### src/sv/assert_macros.svh
// assertion macros for the rtl files that check themselves; only the top level includes them
`ifndef ASSERT_MACROS_SVH
`define ASSERT_MACROS_SVH

// property checked on every rising clock edge outside reset
`define PRC_ASSERT(name, prop, msg) \
  name: assert property (@(posedge clk) disable iff (rst) (prop)) else $error(msg);

// consequent must hold on the edge after the antecedent
`define PRC_ASSERT_NEXT(name, ante, cons, msg) \
  name: assert property (@(posedge clk) disable iff (rst) (ante) |=> (cons)) else $error(msg);

`endif

### src/sv/prc_pkg.sv
// shared constants, request codes and controller command type for the philox generator
package prc_pkg;

  localparam int WORD_W       = 32;
  localparam int CTR_W        = 4 * WORD_W;
  localparam int HALF_W       = 2 * WORD_W;
  localparam int REQ_W        = 2;
  localparam int CFG_IDX_W    = 3;
  localparam int CFG_DATA_W   = 64;
  localparam int ROUND_COUNT_DEF = 10;

  // request codes
  localparam logic [REQ_W-1:0] REQ_GENERATE = 2'd0;
  localparam logic [REQ_W-1:0] REQ_SKIP     = 2'd1;
  localparam logic [REQ_W-1:0] REQ_RESTART  = 2'd2;

  // register indexes
  localparam logic [CFG_IDX_W-1:0] CFG_KEY0     = 3'd0;
  localparam logic [CFG_IDX_W-1:0] CFG_KEY1     = 3'd1;
  localparam logic [CFG_IDX_W-1:0] CFG_START_LO = 3'd2;
  localparam logic [CFG_IDX_W-1:0] CFG_START_HI = 3'd3;
  localparam logic [CFG_IDX_W-1:0] CFG_MUL_A    = 3'd4;
  localparam logic [CFG_IDX_W-1:0] CFG_MUL_B    = 3'd5;
  localparam logic [CFG_IDX_W-1:0] CFG_WEYL_A   = 3'd6;
  localparam logic [CFG_IDX_W-1:0] CFG_WEYL_B   = 3'd7;

  // register reset values
  localparam logic [WORD_W-1:0] MUL_A_RST  = 32'hD2511F53;
  localparam logic [WORD_W-1:0] MUL_B_RST  = 32'hCD9E8D57;
  localparam logic [WORD_W-1:0] WEYL_A_RST = 32'h9E3779B9;
  localparam logic [WORD_W-1:0] WEYL_B_RST = 32'hBB67AE85;

  typedef struct packed {
    logic load_block;
    logic do_round;
    logic apply_skip;
    logic apply_restart;
    logic emit;
  } prc_cmd_t;

endpackage

### src/sv/prc_ctrl.sv
// sequencer for request intake, the round loop and the result register handshake
module prc_ctrl
  import prc_pkg::*;
#(
  parameter int ROUND_COUNT = ROUND_COUNT_DEF
) (
  input  logic             clk,
  input  logic             rst,
  input  logic             req_valid,
  input  logic [REQ_W-1:0] req_type,
  output logic             req_ready,
  output logic             res_valid,
  input  logic             res_ready,
  output prc_cmd_t         cmd
);

  localparam int RCW = (ROUND_COUNT > 1) ? $clog2(ROUND_COUNT) : 1;
  localparam logic [RCW-1:0] LAST_ROUND = RCW'(ROUND_COUNT - 1);

  typedef enum logic [1:0] {
    IDLE,
    ROUND,
    EMIT
  } state_t;

  state_t         state;
  state_t         state_next;
  logic [RCW-1:0] rnd;
  logic [RCW-1:0] rnd_next;
  logic           res_valid_next;
  logic           take;

  assign req_ready = (state == IDLE);
  assign take      = req_valid && req_ready;

  always_comb begin
    cmd               = '0;
    cmd.load_block    = take && (req_type == REQ_GENERATE);
    cmd.apply_skip    = take && (req_type == REQ_SKIP);
    cmd.apply_restart = take && (req_type == REQ_RESTART);
    cmd.do_round      = (state == ROUND);
    cmd.emit          = (state == EMIT) && (!res_valid || res_ready);
  end

  always_comb begin
    state_next = state;
    rnd_next   = rnd;
    case (state)
      IDLE: begin
        if (cmd.load_block) begin
          state_next = ROUND;
          rnd_next   = '0;
        end
      end
      ROUND: begin
        if (rnd == LAST_ROUND) begin
          state_next = EMIT;
        end else begin
          rnd_next = rnd + 1'b1;
        end
      end
      EMIT: begin
        if (cmd.emit) begin
          state_next = IDLE;
        end
      end
      default: state_next = IDLE;
    endcase
  end

  always_comb begin
    if (cmd.emit) begin
      res_valid_next = 1'b1;
    end else if (res_ready) begin
      res_valid_next = 1'b0;
    end else begin
      res_valid_next = res_valid;
    end
  end

  always_ff @(posedge clk) begin
    if (rst) begin
      state     <= IDLE;
      rnd       <= '0;
      res_valid <= 1'b0;
    end else begin
      state     <= state_next;
      rnd       <= rnd_next;
      res_valid <= res_valid_next;
    end
  end

endmodule

### config.mk
export PLATFORM = sky130hd
export DESIGN_NAME = prc_ctrl
export DESIGN_NICKNAME = d
export VERILOG_FILES = /design/src/sv/assert_macros.svh /design/src/sv/prc_pkg.sv /design/src/sv/prc_ctrl.sv
export SDC_FILE = /design/constraint.sdc
export NUM_CORES = 1
export LEC_CHECK = 0
export BUFFER_PORTS_ARGS = -buffer_cell sky130_fd_sc_hd__buf_2
export CAP_MARGIN = 10
export CORE_AREA = 2 2 39 41
export CTS_CLUSTER_SIZE = 25
export DETAILED_ROUTE_END_ITERATION = 12
export DIE_AREA = 0 0 41 43
export HOLD_SLACK_MARGIN = 0.05
export PLACE_DENSITY_LB_ADDON = 0.25
export SLEW_MARGIN = 20
export SYNTH_ARGS = -nofsm -noshare
export SYNTH_HDL_FRONTEND = slang
export SYNTH_SLANG_ARGS = --single-unit
export TNS_END_PERCENT = 100
### constraint.sdc
create_clock -name clk -period 1.2 [get_ports clk]
set_input_delay 0.3 -clock clk [delete_from_list [all_inputs] [get_ports clk]]
set_output_delay 0.3 -clock clk [all_outputs]
set_load 0.01 [all_outputs]
==> impl_results.md <==
* Clk pin slew, worst setup/hold paths at 0.06 ns
* Yosys reg bits at 7
* Worst-margin pin slew at 0.217 ns
* Starting DRT DRC Count at 4
* Syn Area/Cell at 8.63 um2
* Worst setup margin at -0.432 ns
* Global Route Usage Sum at 16.5%
* Worst path top cell family by delay: simple AND/OR/NAND/NOR gates
* Worst-Skew Late Latency at 0.26 ns
* Drt first pass iters at 2
* # rows at 14
* Final std cells w/o fill at 95
* RePlAce Congestion at 0.768
* Clock H-tree levels at 1
* PwrDens at 779 nW/um2
* Clock buffer count from CTS at 3
* Fin nets at 88
* Crit. End Element: output pin
* # IOs at 13
* CP Depth at 3
* Worst path max stage delay at 0.54 ns
* Number of global-route vias before repair at 461
* Die width at 41 um
* Routed Wire Length at 1.21 mm
* Clock root cell: clkbuf_4
* Crit-path cells: or4b_4 -> nor2_4 -> buf_6
* Layout cells sized above 1 at 65.8%
* Fin crit share at 136%
* Top fanout value on the critical path at 2
* CP Class: reg2out
* Clock tree buffer depth at 2
* Antenna diodes at 0
* Hpwl dp at 733 um
* Aggregate global routing overflow at 0
* Post-route antenna net violation count at 0
* Via/cell ratio at 4.77
* Final Hold Viols at 0
* Critical path arrival at 1.33 ns
* Total core area at 1380 um2
* Max transition margin at 85.4%
* Pin count of the biggest net entering global routing at 6
* Max Cap Viol at 0
* Final setup vio count at 13
* Initial core utilization at 29.3%
* Post-synthesis cell area at 405 um2
* Status: finished, violations left
* Warnings, synthesis at 0
* Hold Path Depth at 2
* Commonest non-fill, non-tap cell in the layout: buf_4
* Hold crit path type: in2reg
* First-pass GRT wire length at 1.88 mm
* Final total power at 587 uW
* CP required at 0.90 ns
* Area of the die at 1760 um2
* Max VDD drop at 0.458 mV
* Vias at 453
* Lkg Pwr at 0.343 nW
* Worst Clk Skew at 0.00373 ns
* Failing checks: setup timing
* Sequential-to-total area share from yosys stat at 34.6%
* Syn_nets at 55
* Critical path's slowest cell: or4b_4
* Max Fclk at 613 MHz
* Count of cell types in the netlist at 24
* Clock sink total at 7
* Worst r2r path cells at 7
* Mapped Cells at 47
* Drt drc at 0
* Min Tclk post-route at 1.63 ns
* Worst path buffer plus inverter count at 1
* Crit path launch type: flop
* Final max-slew violation count at 0
* CTS tree: yes
* Input/output buffers at 12
* Wire per inst at 12.7 um
* Synth-to-layout area growth at 85.8%
* RSZ-0062 raised after global routing: true
* Post-Place Cells at 86
* Most frequent cells in the layout: 14 x buf_4, 9 x buf_2, 7 x buf_6, 4 x dfxtp_1
* Initial antenna violation count at 0
* Hold-fix buffers at CTS at 0
* Die Y at 43 um
## Yosys cell counts (all sizes together)
cell	number	area share, %
a21oi	2	2.5
a2bb2oi	2	4.3
nor4b	1	2.2
inv	4	3.7
o32ai	1	2.2
buf	2	2.8
nand2	3	2.8
ha	2	6.2
a31o	2	4.3
and3b	2	4.6
nor2	7	8.3
o31ai	1	1.9
nand2b	3	4.6
or2b	1	1.9
nor4	2	3.1
nand3	1	1.2
or4	1	1.9
and4	1	2.2
nor2b	1	1.5
dfxtp	7	35
or4b	1	3.4
## layout make-up
cell class	instances	area, um2
tap	16	20.0
inverter	4	15.0
clock buffer	4	26.3
sequential	7	144
fill	124	631
timing repair buffer	30	229
multi-input combinational	34	319
## state kept, by name (all words and copies together) (netlist names)
| name | count |
|---|---|
| res_valid | 1 |
| rnd | 4 |
| state | 2 |
## repair_timing
action	4_1_cts	5_1_grt
gates resized for setup	12	9
pin swaps	5	5
buffers inserted	4	1
endpoints found under the setup margin	11	13
cloned	0	0
## where the power goes
group / switching (mW) / internal, mW / total [mW]
combinational: 0.0577 / 0.0670 / 0.125
clock: 0.0950 / 0.127 / 0.222
sequential: 0.00241 / 0.237 / 0.240
total: 0.155 / 0.432 / 0.587
## through the flow
stage                     utilization (%)  setup TNS (ns)  worst slack [ns]  cell area (um2)  hold slack [ns]
after floorplan                         -          -0.214            -0.107              420            0.462
after global placement               42.4           -1.00            -0.252              587            0.480
after detailed placement             42.4           -1.01            -0.253              587            0.487
after CTS                            51.0           -2.25            -0.469              706            0.257
after global routing                 54.4           -3.16            -0.493              753            0.296
final                                54.4           -2.43            -0.432              753            0.296
## worst register-to-register path, delay by kind of cell, from the launching register on
family	cells	cell delay, ns
simple gates	2	0.32
flops	1	0.32
compound gates	1	0.12
buf+inv	4	0.55
## cell families (layout without fill, tap and decap cells)
logic type      count (synthesis)  after routing  synth area share, %
compound gates                  8              8                 15.1
simple gates                   24             24                 37.7
fa+ha+maj                       2              2                 6.17
buf+inv                         6             38                 6.48
flops                           7              7                 34.6
## final timing paths
check                                from   endpoint  slack (ns)
worst max register to register   state[0]   state[1]       -0.17
worst min-delay path                  rst   state[0]        0.30
worst min register to register  res_valid  res_valid        0.52
worst max-delay path             state[0]     cmd[4]       -0.43
## layer usage
metal | part of all wire [%] | vias up | GRT usage [%]
li1 | - | 231 | -
met1 | 40 | 212 | 18.4
met2 | 55 | 10 | 25.9
met3 | 4.9 | 0 | 9.42
met4 | 0 | 0 | 4.00
met5 | 0 | - | 0
Power figures use the tool's default switching activity.
